$ cat src/fcsg_pkg.sv
// Package for the five-channel sound generator: command codes, register
// offsets and the constant lookup tables. No dependencies.
`timescale 1ns / 1ps
`default_nettype none
package fcsg_pkg;

  localparam logic [1:0] CMD_TICK    = 2'd0;
  localparam logic [1:0] CMD_WRITE   = 2'd1;
  localparam logic [1:0] CMD_DELIVER = 2'd2;

  localparam logic [4:0] REG_P1_CTRL   = 5'h00;
  localparam logic [4:0] REG_P1_SWEEP  = 5'h01;
  localparam logic [4:0] REG_P1_LO     = 5'h02;
  localparam logic [4:0] REG_P1_HI     = 5'h03;
  localparam logic [4:0] REG_P2_CTRL   = 5'h04;
  localparam logic [4:0] REG_P2_SWEEP  = 5'h05;
  localparam logic [4:0] REG_P2_LO     = 5'h06;
  localparam logic [4:0] REG_P2_HI     = 5'h07;
  localparam logic [4:0] REG_TRI_LIN   = 5'h08;
  localparam logic [4:0] REG_TRI_LO    = 5'h0A;
  localparam logic [4:0] REG_TRI_HI    = 5'h0B;
  localparam logic [4:0] REG_NOI_CTRL  = 5'h0C;
  localparam logic [4:0] REG_NOI_PER   = 5'h0E;
  localparam logic [4:0] REG_NOI_LEN   = 5'h0F;
  localparam logic [4:0] REG_DMC_CTRL  = 5'h10;
  localparam logic [4:0] REG_DMC_LEVEL = 5'h11;
  localparam logic [4:0] REG_DMC_ADDR  = 5'h12;
  localparam logic [4:0] REG_DMC_LEN   = 5'h13;
  localparam logic [4:0] REG_STATUS    = 5'h15;
  localparam logic [4:0] REG_FRAME     = 5'h17;

  localparam logic [10:0] SWEEP_MAX = 11'h7FF;

  typedef struct packed {
    logic [3:0] divider;
    logic [3:0] decay;
    logic       start;
  } env_t;

  function automatic logic [7:0] duty_mask(input logic [1:0] d);
    unique case (d)
      2'd0: duty_mask = 8'h80;
      2'd1: duty_mask = 8'hC0;
      2'd2: duty_mask = 8'hF0;
      default: duty_mask = 8'h3F;
    endcase
  endfunction

  function automatic logic [7:0] length_lookup(input logic [4:0] i);
    logic [7:0] t [32];
    t = '{8'd10, 8'd254, 8'd20, 8'd2, 8'd40, 8'd4, 8'd80, 8'd6,
          8'd160, 8'd8, 8'd60, 8'd10, 8'd14, 8'd12, 8'd26, 8'd14,
          8'd12, 8'd16, 8'd24, 8'd18, 8'd48, 8'd20, 8'd96, 8'd22,
          8'd192, 8'd24, 8'd72, 8'd26, 8'd16, 8'd28, 8'd32, 8'd30};
    length_lookup = t[i];
  endfunction

  function automatic logic [10:0] noise_period(input logic [3:0] i);
    logic [10:0] t [16];
    t = '{11'd1, 11'd3, 11'd7, 11'd15, 11'd31, 11'd47, 11'd63, 11'd79,
          11'd100, 11'd126, 11'd189, 11'd253, 11'd380, 11'd507, 11'd1016, 11'd2033};
    noise_period = t[i];
  endfunction

  function automatic logic [7:0] delta_rate(input logic [3:0] i);
    logic [7:0] t [16];
    t = '{8'd213, 8'd189, 8'd169, 8'd159, 8'd142, 8'd126, 8'd112, 8'd106,
          8'd94, 8'd79, 8'd70, 8'd63, 8'd52, 8'd41, 8'd35, 8'd26};
    delta_rate = t[i];
  endfunction

  function automatic logic [14:0] frame_point(input logic [2:0] i);
    unique case (i)
      3'd0: frame_point = 15'd3728;
      3'd1: frame_point = 15'd7456;
      3'd2: frame_point = 15'd11185;
      3'd3: frame_point = 15'd14914;
      default: frame_point = 15'd18640;
    endcase
  endfunction

  // Clock one envelope unit on a quarter frame.
  function automatic env_t env_clock(input env_t e, input logic [3:0] vol,
                                     input logic loop_en);
    env_t r;
    r = e;
    if (e.start) begin
      r.start = 1'b0;
      r.decay = 4'd15;
      r.divider = vol;
    end else if (e.divider == 4'd0) begin
      r.divider = vol;
      if (e.decay != 4'd0) r.decay = e.decay - 4'd1;
      else if (loop_en) r.decay = 4'd15;
    end else begin
      r.divider = e.divider - 4'd1;
    end
    return r;
  endfunction

endpackage
`default_nettype wire

$ cat src/five_channel_sound_generator.sv
// Five-channel sound generator. The result of an accepted item is offered in
// the next cycle. Throughput: one item per cycle; the output register is
// loaded whenever it is empty or being taken, so a stalled consumer holds in.
// Reset (rst_n low, synchronous) returns all channel state to power-up values.
// Depends on fcsg_pkg and fcsg_pulse.
`timescale 1ns / 1ps
`default_nettype none
module five_channel_sound_generator import fcsg_pkg::*; (
  input  wire logic        clk,
  input  wire logic        rst_n,
  input  wire logic        in_valid,
  output logic             in_ready,
  input  wire logic [1:0]  in_command,
  input  wire logic [4:0]  in_reg_offset,
  input  wire logic [7:0]  in_data,
  output logic             out_valid,
  input  wire logic        out_ready,
  output logic      [3:0]  out_pulse_one_level,
  output logic      [3:0]  out_pulse_two_level,
  output logic      [3:0]  out_triangle_level,
  output logic      [3:0]  out_noise_level,
  output logic      [6:0]  out_delta_level,
  output logic             out_fetch_request,
  output logic      [15:0] out_fetch_address
);

  logic acc, tick, wr, dlv, apu_clk, quarter, half;
  logic out_valid_r;
  assign in_ready = !out_valid_r || out_ready;
  assign acc  = in_valid && in_ready;
  assign tick = acc && in_command == CMD_TICK;
  assign wr   = acc && in_command == CMD_WRITE;
  assign dlv  = acc && in_command == CMD_DELIVER;

  function automatic logic wsel(input logic w, input logic [4:0] o, input logic [4:0] r);
    return w && o == r;
  endfunction

  logic [4:0] en_r;
  logic       toggle_r;
  logic       wr_status, wr_frame;
  assign wr_status = wsel(wr, in_reg_offset, REG_STATUS);
  assign wr_frame  = wsel(wr, in_reg_offset, REG_FRAME);
  assign apu_clk = tick && toggle_r;

  // frame sequencer
  logic [14:0] fdiv_r;
  logic [2:0]  fstep_r, cur_step;
  logic        five_r, fhit;
  always_comb begin
    cur_step = (fstep_r >= (five_r ? 3'd5 : 3'd4)) ? 3'd0 : fstep_r;
    fhit = tick && !toggle_r && fdiv_r == frame_point(cur_step);
    quarter = (fhit && (five_r ? cur_step != 3'd3 : cur_step != 3'd4))
              || (wr_frame && in_data[7]);
    half = (fhit && (cur_step == 3'd1 || (five_r ? cur_step == 3'd4 : cur_step == 3'd3)))
           || (wr_frame && in_data[7]);
  end

  always_ff @(posedge clk) begin
    if (!rst_n) begin
      fdiv_r <= '0; fstep_r <= '0; five_r <= 1'b0; toggle_r <= 1'b0; en_r <= '0;
    end else begin
      if (tick) begin
        toggle_r <= !toggle_r;
        if (toggle_r) fdiv_r <= fdiv_r + 15'd1;
        else if (fhit) begin
          if (cur_step + 3'd1 == (five_r ? 3'd5 : 3'd4)) begin
            fstep_r <= '0;
            fdiv_r <= 15'h7FFF;
          end else begin
            fstep_r <= cur_step + 3'd1;
          end
        end else begin
          fstep_r <= cur_step;
        end
      end
      if (wr_frame) begin
        five_r <= in_data[7]; fdiv_r <= '0; fstep_r <= '0;
      end
      if (wr_status) en_r <= in_data[4:0];
    end
  end

  logic [3:0] p1_lvl, p2_lvl;
  fcsg_pulse #(.CH_ONE(1'b1)) u_p1 (
    .clk, .rst_n, .apu_clk, .quarter, .half,
    .wr_ctrl(wsel(wr, in_reg_offset, REG_P1_CTRL)),
    .wr_sweep(wsel(wr, in_reg_offset, REG_P1_SWEEP)),
    .wr_lo(wsel(wr, in_reg_offset, REG_P1_LO)),
    .wr_hi(wsel(wr, in_reg_offset, REG_P1_HI)),
    .wr_status, .enable(wr_status ? in_data[0] : en_r[0]), .data(in_data), .level(p1_lvl));
  fcsg_pulse #(.CH_ONE(1'b0)) u_p2 (
    .clk, .rst_n, .apu_clk, .quarter, .half,
    .wr_ctrl(wsel(wr, in_reg_offset, REG_P2_CTRL)),
    .wr_sweep(wsel(wr, in_reg_offset, REG_P2_SWEEP)),
    .wr_lo(wsel(wr, in_reg_offset, REG_P2_LO)),
    .wr_hi(wsel(wr, in_reg_offset, REG_P2_HI)),
    .wr_status, .enable(wr_status ? in_data[1] : en_r[1]), .data(in_data), .level(p2_lvl));

  // triangle
  logic        tctl_r, lin_reload_r;
  logic [6:0]  treload_r;
  logic [10:0] tper_r, tcnt_r;
  logic [4:0]  tstep_r;
  logic [7:0]  lin_r, tlen_r;
  always_ff @(posedge clk) begin
    if (!rst_n) begin
      tctl_r <= 1'b0; lin_reload_r <= 1'b0; treload_r <= '0; tper_r <= '0;
      tcnt_r <= '0; tstep_r <= '0; lin_r <= '0; tlen_r <= '0;
    end else begin
      if (tick) begin
        if (tcnt_r == 11'd0) begin
          tcnt_r <= tper_r;
          if (lin_r != 8'd0 && tlen_r != 8'd0) tstep_r <= tstep_r + 5'd1;
        end else begin
          tcnt_r <= tcnt_r - 11'd1;
        end
      end
      if (quarter) begin
        if (lin_reload_r) lin_r <= {1'b0, treload_r};
        else if (lin_r != 8'd0) lin_r <= lin_r - 8'd1;
        if (!tctl_r) lin_reload_r <= 1'b0;
      end
      if (half && tlen_r != 8'd0 && !tctl_r) tlen_r <= tlen_r - 8'd1;
      if (wsel(wr, in_reg_offset, REG_TRI_LIN)) begin
        tctl_r <= in_data[7]; treload_r <= in_data[6:0];
      end
      if (wsel(wr, in_reg_offset, REG_TRI_LO)) tper_r <= {tper_r[10:8], in_data};
      if (wsel(wr, in_reg_offset, REG_TRI_HI)) begin
        if (en_r[2]) tlen_r <= length_lookup(in_data[7:3]);
        tper_r <= {in_data[2:0], tper_r[7:0]};
        lin_reload_r <= 1'b1;
      end
      if (wr_status && !in_data[2]) tlen_r <= '0;
    end
  end

  // noise
  logic [14:0] lfsr_r;
  logic        nhalt_r, nconst_r, nmode_r;
  logic [3:0]  nvol_r, nidx_r;
  logic [10:0] ncnt_r;
  logic [7:0]  nlen_r;
  env_t        nenv_r;
  always_ff @(posedge clk) begin
    if (!rst_n) begin
      lfsr_r <= 15'd1; nhalt_r <= 1'b0; nconst_r <= 1'b0; nmode_r <= 1'b0;
      nvol_r <= '0; nidx_r <= '0; ncnt_r <= '0; nlen_r <= '0; nenv_r <= '0;
    end else begin
      if (apu_clk) begin
        if (ncnt_r == 11'd0) begin
          ncnt_r <= noise_period(nidx_r);
          lfsr_r <= {lfsr_r[0] ^ (nmode_r ? lfsr_r[6] : lfsr_r[1]), lfsr_r[14:1]};
        end else begin
          ncnt_r <= ncnt_r - 11'd1;
        end
      end
      if (quarter) nenv_r <= env_clock(nenv_r, nvol_r, nhalt_r);
      if (half && nlen_r != 8'd0 && !nhalt_r) nlen_r <= nlen_r - 8'd1;
      if (wsel(wr, in_reg_offset, REG_NOI_CTRL)) begin
        nhalt_r <= in_data[5]; nconst_r <= in_data[4]; nvol_r <= in_data[3:0];
      end
      if (wsel(wr, in_reg_offset, REG_NOI_PER)) begin
        nmode_r <= in_data[7]; nidx_r <= in_data[3:0];
      end
      if (wsel(wr, in_reg_offset, REG_NOI_LEN)) begin
        if (en_r[3]) nlen_r <= length_lookup(in_data[7:3]);
        nenv_r.start <= 1'b1;
      end
      if (wr_status && !in_data[3]) nlen_r <= '0;
    end
  end

  // delta channel
  logic        dloop_r, dempty_r, dsilent_r;
  logic [3:0]  drate_r;
  logic [15:0] dstart_r, daddr_r;
  logic [11:0] dlen_r, drem_r;
  logic [7:0]  dtimer_r, dshift_r, dbuf_r;
  logic [2:0]  dbits_r;
  logic [6:0]  dlevel_r;
  logic        want;
  assign want = dempty_r && drem_r != 12'd0;
  always_ff @(posedge clk) begin
    if (!rst_n) begin
      dloop_r <= 1'b0; dempty_r <= 1'b1; dsilent_r <= 1'b1; drate_r <= '0;
      dstart_r <= '0; daddr_r <= '0; dlen_r <= '0; drem_r <= '0; dtimer_r <= '0;
      dshift_r <= '0; dbuf_r <= '0; dbits_r <= '0; dlevel_r <= '0;
    end else begin
      if (apu_clk) begin
        if (dtimer_r == 8'd0) begin
          dtimer_r <= delta_rate(drate_r);
          if (!dsilent_r) begin
            if (dshift_r[0]) begin
              if (dlevel_r <= 7'd125) dlevel_r <= dlevel_r + 7'd2;
            end else if (dlevel_r >= 7'd2) begin
              dlevel_r <= dlevel_r - 7'd2;
            end
          end
          dbits_r <= dbits_r - 3'd1;
          // at the end of a byte, load the buffer or go silent
          if (dbits_r == 3'd1 && !dempty_r) begin
            dsilent_r <= 1'b0; dshift_r <= dbuf_r; dempty_r <= 1'b1;
          end else begin
            dshift_r <= dshift_r >> 1;
            if (dbits_r == 3'd1) dsilent_r <= 1'b1;
          end
        end else begin
          dtimer_r <= dtimer_r - 8'd1;
        end
      end
      if (dlv && want) begin
        dbuf_r <= in_data;
        dempty_r <= 1'b0;
        if (drem_r == 12'd1 && dloop_r) begin
          daddr_r <= dstart_r; drem_r <= dlen_r;
        end else begin
          daddr_r <= (daddr_r == 16'hFFFF) ? 16'h8000 : daddr_r + 16'd1;
          drem_r <= drem_r - 12'd1;
        end
      end
      if (wsel(wr, in_reg_offset, REG_DMC_CTRL)) begin
        dloop_r <= in_data[6]; drate_r <= in_data[3:0];
      end
      if (wsel(wr, in_reg_offset, REG_DMC_LEVEL)) dlevel_r <= in_data[6:0];
      if (wsel(wr, in_reg_offset, REG_DMC_ADDR)) dstart_r <= {2'b11, in_data, 6'd0};
      if (wsel(wr, in_reg_offset, REG_DMC_LEN)) dlen_r <= {in_data, 4'd0} + 12'd1;
      if (wr_status) begin
        if (!in_data[4]) drem_r <= '0;
        else if (drem_r == 12'd0) begin
          daddr_r <= dstart_r; drem_r <= dlen_r;
        end
      end
    end
  end

  // result valid; channel state only moves on an accepted item, so the levels
  // below hold the result of the last item until it is taken
  always_ff @(posedge clk) begin
    if (!rst_n) begin
      out_valid_r <= 1'b0;
    end else if (in_ready) begin
      out_valid_r <= acc;
    end
  end
  assign out_valid = out_valid_r;

  always_comb begin
    out_pulse_one_level = p1_lvl;
    out_pulse_two_level = p2_lvl;
    out_triangle_level  = tstep_r[4] ? ~tstep_r[3:0] : tstep_r[3:0];
    out_noise_level     = (!lfsr_r[0] && nlen_r != 8'd0) ?
                          (nconst_r ? nvol_r : nenv_r.decay) : 4'd0;
    out_delta_level     = dlevel_r;
    out_fetch_request   = want;
    out_fetch_address   = want ? daddr_r : 16'd0;
  end

endmodule
`default_nettype wire

$ cat src/fcsg_pulse.sv
// One pulse channel: settings, timer, sweep, envelope and length counter.
// Depends on fcsg_pkg.
`timescale 1ns / 1ps
`default_nettype none
module fcsg_pulse import fcsg_pkg::*; #(
  parameter bit CH_ONE = 1'b1
) (
  input  wire logic       clk,
  input  wire logic       rst_n,
  input  wire logic       apu_clk,
  input  wire logic       quarter,
  input  wire logic       half,
  input  wire logic       wr_ctrl,
  input  wire logic       wr_sweep,
  input  wire logic       wr_lo,
  input  wire logic       wr_hi,
  input  wire logic       wr_status,
  input  wire logic       enable,
  input  wire logic [7:0] data,
  output logic      [3:0] level
);

  logic [1:0]  duty_r;
  logic        halt_r, const_r, sw_on_r, neg_r, sw_reload_r;
  logic [3:0]  vol_r;
  logic [2:0]  sw_per_r, shift_r, sw_div_r, step_r;
  logic [10:0] period_r, countdown_r;
  logic [7:0]  len_r;
  env_t        env_r;

  logic [10:0] change;
  logic [11:0] target;
  logic        muted;
  logic [7:0]  dmask;

  assign change = period_r >> shift_r;
  always_comb begin
    if (!neg_r) target = {1'b0, period_r} + {1'b0, change};
    else if (CH_ONE) target = (period_r > change) ? {1'b0, period_r - change - 11'd1} : 12'd0;
    else target = {1'b0, period_r - change};
  end
  assign muted = (period_r < 11'd8) || (target > {1'b0, SWEEP_MAX});
  assign dmask = duty_mask(duty_r);

  always_ff @(posedge clk) begin
    if (!rst_n) begin
      duty_r <= '0; halt_r <= 1'b0; const_r <= 1'b0; vol_r <= '0;
      sw_on_r <= 1'b0; sw_per_r <= '0; neg_r <= 1'b0; shift_r <= '0;
      sw_reload_r <= 1'b0; sw_div_r <= '0; step_r <= '0;
      period_r <= '0; countdown_r <= '0; len_r <= '0; env_r <= '0;
    end else begin
      if (apu_clk) begin
        if (countdown_r == 11'd0) begin
          countdown_r <= period_r;
          step_r <= step_r - 3'd1;
        end else begin
          countdown_r <= countdown_r - 11'd1;
        end
      end
      if (quarter) env_r <= env_clock(env_r, vol_r, halt_r);
      if (half) begin
        if (len_r != 8'd0 && !halt_r) len_r <= len_r - 8'd1;
        if (sw_div_r == 3'd0 && sw_on_r && shift_r != 3'd0 && !muted)
          period_r <= target[10:0];
        if (sw_div_r == 3'd0 || sw_reload_r) begin
          sw_div_r <= sw_per_r;
          sw_reload_r <= 1'b0;
        end else begin
          sw_div_r <= sw_div_r - 3'd1;
        end
      end
      if (wr_ctrl) begin
        duty_r <= data[7:6]; halt_r <= data[5]; const_r <= data[4]; vol_r <= data[3:0];
      end
      if (wr_sweep) begin
        sw_on_r <= data[7]; sw_per_r <= data[6:4]; neg_r <= data[3]; shift_r <= data[2:0];
        sw_reload_r <= 1'b1;
      end
      if (wr_lo) period_r <= {period_r[10:8], data};
      if (wr_hi) begin
        if (enable) len_r <= length_lookup(data[7:3]);
        period_r <= {data[2:0], period_r[7:0]};
        step_r <= '0;
        env_r.start <= 1'b1;
      end
      if (wr_status && !enable) len_r <= '0;
    end
  end

  always_comb begin
    if (!dmask[step_r] || muted || len_r == 8'd0) level = '0;
    else level = const_r ? vol_r : env_r.decay;
  end

endmodule
`default_nettype wire
$ cat config.mk
export PLATFORM = sky130hd
export DESIGN_NAME = five_channel_sound_generator
export DESIGN_NICKNAME = d
export VERILOG_FILES = /design/src/fcsg_pkg.sv /design/src/five_channel_sound_generator.sv /design/src/fcsg_pulse.sv
export SDC_FILE = /design/constraint.sdc
export NUM_CORES = 1
export LEC_CHECK = 0
export BUFFER_PORTS_ARGS = -buffer_cell sky130_fd_sc_hd__buf_4
export CORE_UTILIZATION = 40
export DETAILED_ROUTE_END_ITERATION = 10
export HOLD_SLACK_MARGIN = 0.08
export PLACE_DENSITY_LB_ADDON = 0.1
export SETUP_SLACK_MARGIN = 0.1
export SLEW_MARGIN = 20
export SYNTH_ARGS = -nofsm -noshare
export SYNTH_HDL_FRONTEND = slang
export SYNTH_SLANG_ARGS = --single-unit
$ cat constraint.sdc
create_clock -name clk -period 4.42 [get_ports clk]
set_input_delay 0.663 -clock clk [delete_from_list [all_inputs] [get_ports clk]]
set_output_delay 0.663 -clock clk [all_outputs]
set_load 0.1 [all_outputs]
* Yosys cells after proc, flatten, opt, wreduce, memory -nomap -nowiden *
Memory sizes are Yosys's and may differ from the RTL's.
Cells that the tools add are included.

word-level totals
  register bits after elaboration = 345
  output and inout port bits = 42
  memories kept = 3
  bits in writable memories = 0
  input port bits = 19
  memory bits (read-only) = 560
  bits in latches = 0

memories
  name              depth  width  rd ports  clocked after Yosys merged registers in  wr ports  RTL line        RTL
  (name not given)  32     8      1         0                                        0         fcsg_pkg.sv:55  length_lookup = t[i];
  (name not given)  16     11     1         0                                        0         fcsg_pkg.sv:62  noise_period = t[i];
  (name not given)  16     8      1         0                                        0         fcsg_pkg.sv:69  delta_rate = t[i];

cells by class
  shift-type cells = 2
  reduce and logical (&&, ||, !) cells = 170
  mux-type cells = 124
  equal/unequal tests = 41
  bitwise operators = 10
  multipliers = 0
  magnitude comparators = 13
  div/mod/pow operators = 0
  $add $sub $neg = 34

operators by type and width
  kind                     number
  $mux W8                  26
  $mux W11                 16
  $mux W16                 7
  $mux W12                 7
  $mux W4                  19
  $pmux W15 S4             1
  $reduce_bool A2 Y1       28
  $sub A11 B1 Y11 const B  5
  $logic_and A1 B1 Y1      52
  $mux W7                  7
  $pmux W8 S3              2
  $sub A8 B1 Y8 const B    6
  $mux W15                 3
  $logic_not A11 Y1        4
  $reduce_bool A8 Y1       5
  $reduce_and A3 Y1        11
  $eq A5 B4 Y1 const B     6
  $eq A5 B5 Y1 const B     6
  $mux W1                  29
  $add A11 B11 Y12         2
  $gt A12 B11 Y1 const B   2
  $logic_not A8 Y1         3
  $sub A4 B1 Y4 const B    6
  $lt A11 B4 Y1 const B    2
  55 further kinds         139

* Depth between registers and ports, before layout *
Gate-level depths: netlist of the first run.

  depth in word-level cells = 14
  mapped depth = 17
  depth with buffers taken out = 15

* By module *
Synthesis of the first run repeated with hierarchy kept, for this count alone.

unflattened totals
  cells, all modules = 2760
  area total of the unflattened synthesis = 21657.0 µm²

by module, submodules not included
  module                        cells each  times used  seq. area each (µm²)  area an instance (µm²)
  five_channel_sound_generator  1508        1           4364.2                11848.9
  fcsg_pulse (u_p1)             636         1           1241.2                5008.6
  fcsg_pulse (u_p2)             616         1           1241.2                4799.6

* Least setup slack after synthesis of the first run *
Ideal clock, no wire load.

  path kind = register -> output
  start point = register u_p2.shift_r[1]
  end point = output out_pulse_two_level[0]
  buffers on the path = 2
  data required time = 3.757 ns
  setup slack = -0.698 ns
  cell stages (with the launch flop) = 15
  data arrival time = 4.455 ns
  cell sequence = dfxtp_1 clkbuf_1 clkbuf_1 mux2i_1 mux2i_1 a21oi_1 inv_1 ha_1 inv_1 a2111oi_0 nor3_1 a211oi_1 a311o_1 or3_1 nor2_1

on the way
  word-level cells in the longest chain between the ends = 8
  elaborated cells on any way between the ends = 9

RTL lines
  item                                                         RTL line                            RTL
  start: declaration                                           fcsg_pulse.sv:26                    logic [2:0] sw_per_r, shift_r, sw_div_r, step_r;
  start signal: assignment                                     fcsg_pulse.sv:76                    sw_on_r <= data[7]; sw_per_r <= data[6:4]; neg_r <= data[3]; shift_r <= data[2:0];
  $shr A11 B3 Y11 (*)                                          fcsg_pulse.sv:36                    assign change = period_r >> shift_r;
  $add A11 B11 Y12 / $sub A11 B11 Y11 (equally long branches)  fcsg_pulse.sv:38, fcsg_pulse.sv:40
  $mux W12 (*)                                                 fcsg_pulse.sv:38                    if (!neg_r) target = {1'b0, period_r} + {1'b0, change};
  $gt A12 B11 Y1 (*)                                           fcsg_pulse.sv:42                    assign muted = (period_r < 11'd8) || (target > {1'b0, SWEEP_MAX});
  $logic_or A1 B1 Y1 (*)                                       fcsg_pulse.sv:42
  $logic_or A1 B1 Y1 (*) (2 in a row)                          fcsg_pulse.sv:91                    if (!dmask[step_r] || muted || len_r == 8'd0) level = '0;
  $mux W4 (*)                                                  fcsg_pulse.sv:91
  end: declaration                                             five_channel_sound_generator.sv:19  output logic [3:0] out_pulse_two_level,

Every way passes the cells marked *; elsewhere a longest branch is shown, timed or not.

* Worst setup path in the final report of the first run *
  start point = register u_p2.period_r[6]
  end point = output out_pulse_two_level[3]

on the way
  word-level cells in the longest chain between the ends = 8
  elaborated cells on any way between the ends = 10

RTL lines
  item                                                         RTL line                            RTL
  start: declaration                                           fcsg_pulse.sv:27                    logic [10:0] period_r, countdown_r;
  start signal: assignment                                     fcsg_pulse.sv:64                    period_r <= target[10:0];
  start signal: assignment                                     fcsg_pulse.sv:79                    if (wr_lo) period_r <= {period_r[10:8], data};
  start signal: assignment                                     fcsg_pulse.sv:82                    period_r <= {data[2:0], period_r[7:0]};
  $shr A11 B3 Y11                                              fcsg_pulse.sv:36
  $add A11 B11 Y12 / $sub A11 B11 Y11 (equally long branches)  fcsg_pulse.sv:38, fcsg_pulse.sv:40
  $mux W12                                                     fcsg_pulse.sv:38
  $gt A12 B11 Y1                                               fcsg_pulse.sv:42
  $logic_or A1 B1 Y1 (*)                                       fcsg_pulse.sv:42
  $logic_or A1 B1 Y1 (*) (2 in a row)                          fcsg_pulse.sv:91
  $mux W4 (*)                                                  fcsg_pulse.sv:91

Marked as above.

==> impl_metrics.toml, run 1 <==
[sta]
finalClockSkew_ns = 0.0172
period_needed_ns = 4.27
finalCritPeriodShare_pct = 96.7
rsz0062_at_grt = "yes"
fmax_mhz = 234
setup_viol = 0
holdWs_ns = 0.369
hold_violations = 0
tns_ns = 0
worst_pin_slew_ns = 1.03
slew_viol_final = 0
relSlewSlack_pct = 30.5

[setup_path]
cp.arrival_ns = 3.61
worst-path-buf-inv = 2
cpMaxStageDelayCell = "mux4_2"
crit_type = "flip-flop to output pin"
crit_path_end_kind = "output pin"
cp_data_required_time_ns = 3.76
cp_cell_sequence = "mux4_2, a21oi_4, inv_2, ha_4, nor3b_4, nor3_4, a211oi_2, a311o_1, or3_4, nor2_4, buf_12"
max_stage_delay_ns = 0.54
crit_fanout = 8
startpoint_type = "flip-flop"
critical-path-top-delay-family = "simple AND/OR/NAND/NOR gates"

[floorplan]
design.core.area_sq_um = 51300
io_pins = 61
rows = 83
die_height_um = 230
start_util_pct = 40.5
die_area_sq_um = 52800
dieWidth_um = 230

[clock_network]
tritoncts = "done"
cts-htree-levels = 2
clockBufferDepth = 3
cts_buffers = 41
insertion_delay_ns = 0.56
clkSinkCount = 342
path_clk_slew_ns = 0.06
root_buffer = "clkbuf_16"

[logic_synthesis]
syn-cell-area_sq_um = 20800
ys_top_cells_by_area = "dfxtp_1, ha_1, nor2_1, a21oi_1, mux2i_1"
syn_inst = 2703
synthArstFlopShare_pct = 0
ys_seq_area_share_pct = 33.0
synth_edf_count = 0
synth_flop_cell = "dfxtp_1"
yosysTopAreaCell = "dfxtp_1"
synth.top_cell.area_share_pct = 33.0
syn_avg_cell_area_sq_um = 7.68
ys_ff_latch = 342
yosysUniqueCellTypes = 83
synth_nets = 2841
yosys_warnings = 0

[placement]
dp_hpwl_mm = 42.1
numPortBuffers = 60
dp.cells = 3335
routabilityCongestion = 0.897

[route]
ant_nets = 0
drcViolationCount = 0
wl_per_cell_um = 17.9
num_vias = 19300
firstDrtPassIters = 7
viasPerCell = 5.63
wl_mm = 61.5
drtIter0Drc = 1322

[power_and_ir_drop]
clkPwrFrac_pct = 49.1
peakVddDrop_v = 0.000209
intPower_mw = 5.26
comb_power_share_pct = 6.3
switchingPower_mw = 1.74
p_seq_share_pct = 44.6
power.density_cell_area_nw_per_um2 = 294
power.static_leakage_nw = 8.98
netSwitchingFraction_pct = 24.8

[finish]
nets = 2855
final_common_cell = "nor2_1"
layout-drive-gt1-share_pct = 10.9
fillCellCount = 5158
finalNonFillerCells = 3427
area_growth_pct = 14.5
layout_common_cells = "nor2_1, dfxtp_1, nand2_1"
n_antenna_cell = 0

[grt]
grt_max_degree = 84
gr-usage-all-layers_pct = 22.8
antenna_found_initial = 0
gr-total-overflow = 0
grt_pass1_wl_mm = 98.0
first_global_vias = 18100

[job]
drv_cap = 0

[run_status]
status = "completed"

[min_path]
min_path_type = "primary input to flip-flop"
[cell families (layout without fill, tap and decap cells)]
| kind of cell | after synthesis | in the layout | share of synthesized area [%] |
|---|---|---|---|
| buffers and inverters | 287 | 331 | 5.29 |
| muxes | 126 | 126 | 6.19 |
| adders and majority gates | 119 | 119 | 7.32 |
| AOI/OAI and AO/OA | 632 | 632 | 18.8 |
| xor gates and xnor gates | 99 | 99 | 4.18 |
| DFF | 342 | 342 | 33.0 |
| and+or+nand+nor | 1098 | 1098 | 25.3 |
[sequential cells by signal (all words and copies together), names as in the netlist, 9 cells and up]
signal,count
u_p2.env_r,9
u_p1.env_r,9
u_p2.countdown_r,11
tper_r,11
u_p2.period_r,11
fdiv_r,15
lfsr_r,15
u_p1.period_r,11
nenv_r,9
ncnt_r,11
dstart_r,9
u_p1.countdown_r,11
daddr_r,16
dlen_r,9
drem_r,12
tcnt_r,11
[worst reg2reg max path, cell delays in order, from the launching register on]
cell and delay, ns:
dfxtp_1 0.48, ha_1 0.30, nor4bb_2 0.38, inv_2 0.16, ha_1 0.26, xnor2_1 0.14, and4_1 0.22, nand4_1 0.15
a2111oi_4 0.40, buf_4 0.26, a21o_1 0.13, buf_4 0.30, nand2b_1 0.31, a311oi_1 0.29, a211oi_1 0.08
[layer usage]
layer  GRT usage, %  wire [um]  vias up
li1               -          -     9574
met1           30.2      28300     9199
met2           38.5      29000      412
met3           2.80       2660       94
met4           6.89       1530        0
met5              0          0        -
[cell usage after synthesis (62+ instances only)]
| cell type | number |
|---|---|
| nor2_1 | 351 |
| dfxtp_1 | 342 |
| nand2_1 | 264 |
| a21oi_1 | 255 |
| clkbuf_1 | 141 |
| inv_1 | 125 |
| mux2i_1 | 116 |
| ha_1 | 115 |
| o21ai_0 | 115 |
| nand3_1 | 105 |
| nor3_1 | 86 |
| xor2_1 | 62 |
[power by group through the flow]
stage	clock [mW]	combinational [mW]	sequential, mW
2_1_floorplan	0	0.289	3.19
3_3_place_gp	0	0.433	3.19
3_5_place_dp	0	0.437	3.19
4_1_cts	3.53	0.440	3.12
5_1_grt	3.64	0.482	3.12
6_report	3.44	0.442	3.12
[per-stage QoR]
stage	power (mW)	setup WS (ns)	util, %	instance area, sq um
after floorplan	3.48	-0.213	-	20800
after global placement	3.62	0.187	42.7	21900
after detailed placement	3.62	0.0581	42.7	21900
after CTS	7.09	0.103	45.7	23400
after global routing	7.24	0.0287	46.3	23800
final	7.00	0.148	46.3	23800
[final cells by class]
class                           instances  area [sq um]  area share, %
Clock inverter                         12           116          0.490
Timing Repair Buffer                  130          1090           4.57
Sequential cell                       342          6880           28.9
Multi-Input combinational cell       2074         13100           55.2
Clock buffer                           61          1230           5.19
Tap cell                              680           851           3.58
Inverter                              128           485           2.04
[path summary, 6_finish.rpt]
kind | from | end | slack, ns | cells after the start
setup / recovery | u_p2.period_r[6] | out_pulse_two_level[3] | 0.15 | 11
hold / removal | in_valid | out_valid | 0.37 | 3
setup reg to reg | five_r | u_p1.period_r[3] | 0.41 | 14
hold reg to reg | u_p1.sw_div_r[1] | u_p1.sw_div_r[1] | 0.45 | 2
[repair_timing]
action	CTS	global route
hold buffers	0	0
endpoints found under the setup margin	8	24
buffers inserted	6	13
pin swaps	9	17
resized for setup	50	49
(Power assumes the default switching activity.)
==> inputs of run 2 (changes only) <==
--- a/config.mk
+++ b/config.mk
@@ -10,7 +10,7 @@
 export DETAILED_ROUTE_END_ITERATION = 10
 export HOLD_SLACK_MARGIN = 0.08
 export PLACE_DENSITY_LB_ADDON = 0.1
-export SETUP_SLACK_MARGIN = 0.1
+export SETUP_SLACK_MARGIN = 0.15
 export SLEW_MARGIN = 20
 export SYNTH_ARGS = -nofsm -noshare
 export SYNTH_HDL_FRONTEND = slang
==> constraint.sdc (replaced) <==
create_clock -name clk -period 4.42 [get_ports clk]
set_input_delay 0.442 -clock clk [delete_from_list [all_inputs] [get_ports clk]]
set_output_delay 0.442 -clock clk [all_outputs]
set_load 0.1 [all_outputs]
==> run 2 against run 1 <==
- critical path type unchanged
- highest routed layer is now met5
- critical endpoint is now out_pulse_two_level[0]
- combinational power hardly changed
- largest power group unchanged
- sequential cell count stayed put
- critical path depth is 3 higher
- first-iteration DRC count hardly changed
- largest cell class unchanged
- via count is 0.19% higher
- cell area is 0.45% higher
==> impl_metrics.toml, run 2 (synthesis gave the netlist of run 1 again) <==
[grt]
grt_pass1_wl_mm = 98.6
grt_max_degree = 102
antenna_found_initial = 1
gr-usage-all-layers_pct = 23.0
first_global_vias = 18400
gr-total-overflow = 0

[finish]
nets = 2863
layout_common_cells = "nor2_1, dfxtp_1, nand2_1"
final_util_pct = 46.5
finalNonFillerCells = 3439
area_growth_pct = 15.0
top_regs = "daddr_r x16, fdiv_r x15, lfsr_r x15"
layout-drive-gt1-share_pct = 10.7
final_common_cell = "nor2_1"
seqCellArea_sq_um = 6860
largest_reg_flops = 16
fillCellCount = 5146
largest_register = "daddr_r"
multi_input_area_sq_um = 13100

[clock_network]
path_clk_slew_ns = 0.06
clkSinkCount = 342
root_buffer = "clkbuf_16"
insertion_delay_ns = 0.58
clockBufferDepth = 3
cts_buffers = 42
cts-htree-levels = 2
tritoncts = "done"

[setup_path]
cp_common_cell = "buf_12"
crit_type = "flip-flop to output pin"
cp.arrival_ns = 3.87
cpMaxStageDelayCell = "mux4_2"
cp_cell_sequence = "buf_12, mux4_2, a21oi_4, inv_2, ha_4, nor3b_4, nor3_4, a211oi_2, buf_4, a311o_2, or3_4, buf_12, nor2_4, buf_12"
critical-path-top-delay-family = "simple AND/OR/NAND/NOR gates"
worst-path-buf-inv = 5
crit_path_end_kind = "output pin"
startpoint_type = "flip-flop"
crit_fanout = 6
cp_data_required_time_ns = 3.98
max_stage_delay_ns = 0.55

[sta]
slew_viol_final = 0
hold_violations = 0
worst_pin_slew_ns = 1.01
fmax_mhz = 232
period_needed_ns = 4.32
rsz0062_at_grt = "yes"
relSlewSlack_pct = 32.4
tns_ns = 0
setup_viol = 0
finalCritPeriodShare_pct = 97.6
finalClockSkew_ns = 0.0171

[power_and_ir_drop]
power.density_cell_area_nw_per_um2 = 295
peakVddDrop_v = 0.000204
total_power_mw = 7.04
power.static_leakage_nw = 9.03

[route]
ant_nets = 0
drtIter0Drc = 1323
drcViolationCount = 0
wl_per_cell_um = 17.9
wl_mm = 61.5
num_vias = 19300
firstDrtPassIters = 6
viasPerCell = 5.62

[placement]
numPortBuffers = 60
dp.cells = 3341
dp_hpwl_mm = 41.9
routabilityCongestion = 0.887

[job]
drv_cap = 0

[min_path]
min_path_type = "primary input to flip-flop"

[floorplan]
design.core.area_sq_um = 51300
start_util_pct = 40.5
io_pins = 61
dieWidth_um = 230
die_area_sq_um = 52800
rows = 83
die_height_um = 230

[run_status]
status = "completed"
[run 2: cell count changes in the layout (fill, tap and decap cells not counted), sizes merged]
cell and delta:
buf +7, clkinvlp +3, bufinv +1, clkinv -1, diode +1, inv +1
[run 2: layer usage]
layer	routed length, um	global-route usage [%]	share of wire [%]
met1	28500	30.3	46
met2	29100	39.1	47
met3	2530	3.19	4.1
met4	1270	6.00	2.1
met5	13	0	0.021
[run 2: report_power, final]
group	switching (mW)	total [mW]	internal (mW)
sequential	0.0190	3.12	3.10
clock	1.44	3.48	2.04
combinational	0.326	0.442	0.116
[run 2: what timing repair did]
action / 4_1_cts / 5_1_grt
setup endpoints to repair: 8 / 24
cloned: 1 / 0
resized for setup: 57 / 27
pin swaps: 13 / 9
setup buffers: 11 / 8
hold buffers: 0 / 0
[run 2: final timing paths]
check	to	startpoint	slack, ns	depth (start not counted)
setup / recovery	out_pulse_two_level[0]	u_p2.shift_r[1]	0.10	14
hold / removal	out_valid	in_valid	0.11	3
setup reg to reg	u_p2.env_r[3]	five_r	0.47	12
hold reg to reg	lfsr_r[4]	lfsr_r[5]	0.45	2
[run 2: through the flow]
stage | worst slack, ns | cell area, sq um | hold slack (ns)
2_1_floorplan | -0.0643 | 20800 | 0.431
3_3_place_gp | 0.275 | 22000 | 0.437
3_5_place_dp | 0.123 | 22000 | 0.443
4_1_cts | 0.0823 | 23700 | 0.0814
5_1_grt | -0.0200 | 23900 | 0.127
6_report | 0.104 | 23900 | 0.113
[run 2: layout make-up]
type	count	share of cell area [%]
Multi-Input combinational cell	2074	54.8
Sequential cell	342	28.8
Timing Repair Buffer	137	5.01
Clock buffer	61	4.91
Tap cell	680	3.56
Inverter	128	2.03
Clock inverter	16	0.875
Antenna cell	1	0.0105
[run 2: tightest hold or removal path, cell delays in order]
cell	delay (ns)
buf_4	0.11
nor2_1	0.04
nor2_1	0.07
==> inputs of run 3 (changes only) <==
--- a/config.mk
+++ b/config.mk
@@ -6,7 +6,8 @@
 export NUM_CORES = 1
 export LEC_CHECK = 0
 export BUFFER_PORTS_ARGS = -buffer_cell sky130_fd_sc_hd__buf_4
-export CORE_UTILIZATION = 40
+export CORE_ASPECT_RATIO = 0.6
+export CORE_UTILIZATION = 30
 export DETAILED_ROUTE_END_ITERATION = 10
 export HOLD_SLACK_MARGIN = 0.08
 export PLACE_DENSITY_LB_ADDON = 0.1
==> run 3 against run 2 <==
- sequential power is essentially flat
- first-iteration DRC count grew 8.5%
- clock skew is essentially flat
- sequential cell count unchanged
- critical endpoint is now out_pulse_two_level[1]
==> impl_metrics.toml, run 3 (synthesis gave the netlist of run 1 again) <==
[clock_network]
cts_buffers = 38
path_clk_slew_ns = 0.06
clkSinkCount = 342
root_buffer = "clkbuf_16"
cts-htree-levels = 2
clockBufferDepth = 3
tritoncts = "done"
insertion_delay_ns = 0.56
postCtsHoldBufs = 0

[power_and_ir_drop]
peakVddDrop_v = 0.000206
total_power_mw = 6.84
power.density_cell_area_nw_per_um2 = 287
power.static_leakage_nw = 8.89

[run_status]
status = "completed"

[sta]
slew_viol_final = 0
hold_violations = 0
period_needed_ns = 4.14
finalCritPeriodShare_pct = 93.7
finalClockSkew_ns = 0.0173
tns_ns = 0
relSlewSlack_pct = 23.3
rsz0062_at_grt = "yes"
fmax_mhz = 241
setup_viol = 0
worst_pin_slew_ns = 1.15

[placement]
dp.cells = 3574
numPortBuffers = 60
routabilityCongestion = 0.919
dp_hpwl_mm = 48.2

[grt]
grt_max_degree = 131
grt_pass1_wl_mm = 107
gr-total-overflow = 0
gr-usage-all-layers_pct = 19.4
first_global_vias = 18000
antenna_found_initial = 3

[route]
viasPerCell = 5.30
firstDrtPassIters = 5
drcViolationCount = 0
drtIter0Drc = 1436
num_vias = 19400
wl_per_cell_um = 18.9
ant_nets = 0
wl_mm = 69.0

[floorplan]
die_height_um = 206
io_pins = 61
rows = 74
die_area_sq_um = 70300
start_util_pct = 30.4
dieWidth_um = 342
design.core.area_sq_um = 68200

[finish]
largest_reg_flops = 16
largest_register = "daddr_r"
finalNonFillerCells = 3656
layout_common_cells = "nor2_1, dfxtp_1, nand2_1"
top_regs = "daddr_r x16, fdiv_r x15, lfsr_r x15"
nets = 2855
final_util_pct = 34.9
fillCellCount = 7126
area_growth_pct = 14.8
final_common_cell = "nor2_1"
layout-drive-gt1-share_pct = 10.0

[min_path]
min_path_type = "primary input to flip-flop"

[setup_path]
cp.arrival_ns = 3.70
crit_type = "flip-flop to output pin"
crit_fanout = 6
startpoint_type = "flip-flop"
cp_data_required_time_ns = 3.98
crit_path_end_kind = "output pin"

[job]
drv_cap = 0
[run 3: worst paths after layout]
kind                                      start                endpoint  slack, ns  cells after the start
worst min register to register        lfsr_r[2]               lfsr_r[1]       0.45                      2
worst max-delay path            u_p2.shift_r[1]  out_pulse_two_level[1]       0.28                     12
worst max register to register       fstep_r[0]        u_p1.period_r[1]       0.34                     15
worst min-delay path                   in_valid               out_valid       0.16                      3
[run 3: area by class of cell]
cell class | instances | area [sq um] | area share, %
clock inverters | 8 | 98.8 | 0.415
flip-flops and latches | 342 | 6870 | 28.8
multi-input cells | 2074 | 13000 | 54.6
diodes | 1 | 2.50 | 0.0105
well taps | 912 | 1140 | 4.79
repair buffers | 133 | 1100 | 4.60
inverters | 128 | 485 | 2.04
clock buffers | 58 | 1130 | 4.73
[run 3: worst max-delay path, cell delays in order (launching register included)]
cell and delay [ns]:
dfxtp_4 0.37, buf_6 0.14, mux2i_1 0.24, mux2i_1 0.16, mux2i_2 0.37, ha_4 0.24, nor2b_1 0.08, nor3_2 0.26
a211oi_2 0.13, a311o_1 0.32, or3_4 0.49, nor2_4 0.16, buf_12 0.18
[run 3: timing repair]
| item | 4_1_cts | 5_1_grt |
|---|---|---|
| resized for setup | 40 | 32 |
| cloned | 1 | 0 |
| setup buffers | 2 | 12 |
| setup endpoints to repair | 8 | 46 |
| pin swaps | 2 | 13 |
[run 3: stage by stage]
stage | hold slack, ns | setup WS, ns | cell area (sq um)
detailed placement | 0.443 | 0.226 | 22200
finish | 0.158 | 0.277 | 23800
global placement | 0.436 | 0.354 | 22200
global route | 0.135 | 0.0694 | 23800
CTS | 0.137 | 0.148 | 23600
floorplan | 0.431 | -0.0643 | 20800
[run 3: per-layer routing]
metal	vias to the layer above	track usage (%)	share of wire (%)
li1	9583	-	-
met1	9289	30.6	55
met2	401	26.0	38
met3	96	3.39	5.2
met4	4	5.06	2.2
met5	-	0	0.045
[run 3: power breakdown]
part           leakage, nW  internal (mW)  switching, mW
clock network        0.596           1.87           1.39
registers             2.76           3.10         0.0200
logic                 5.54          0.116          0.345
total                 8.89           5.09           1.76
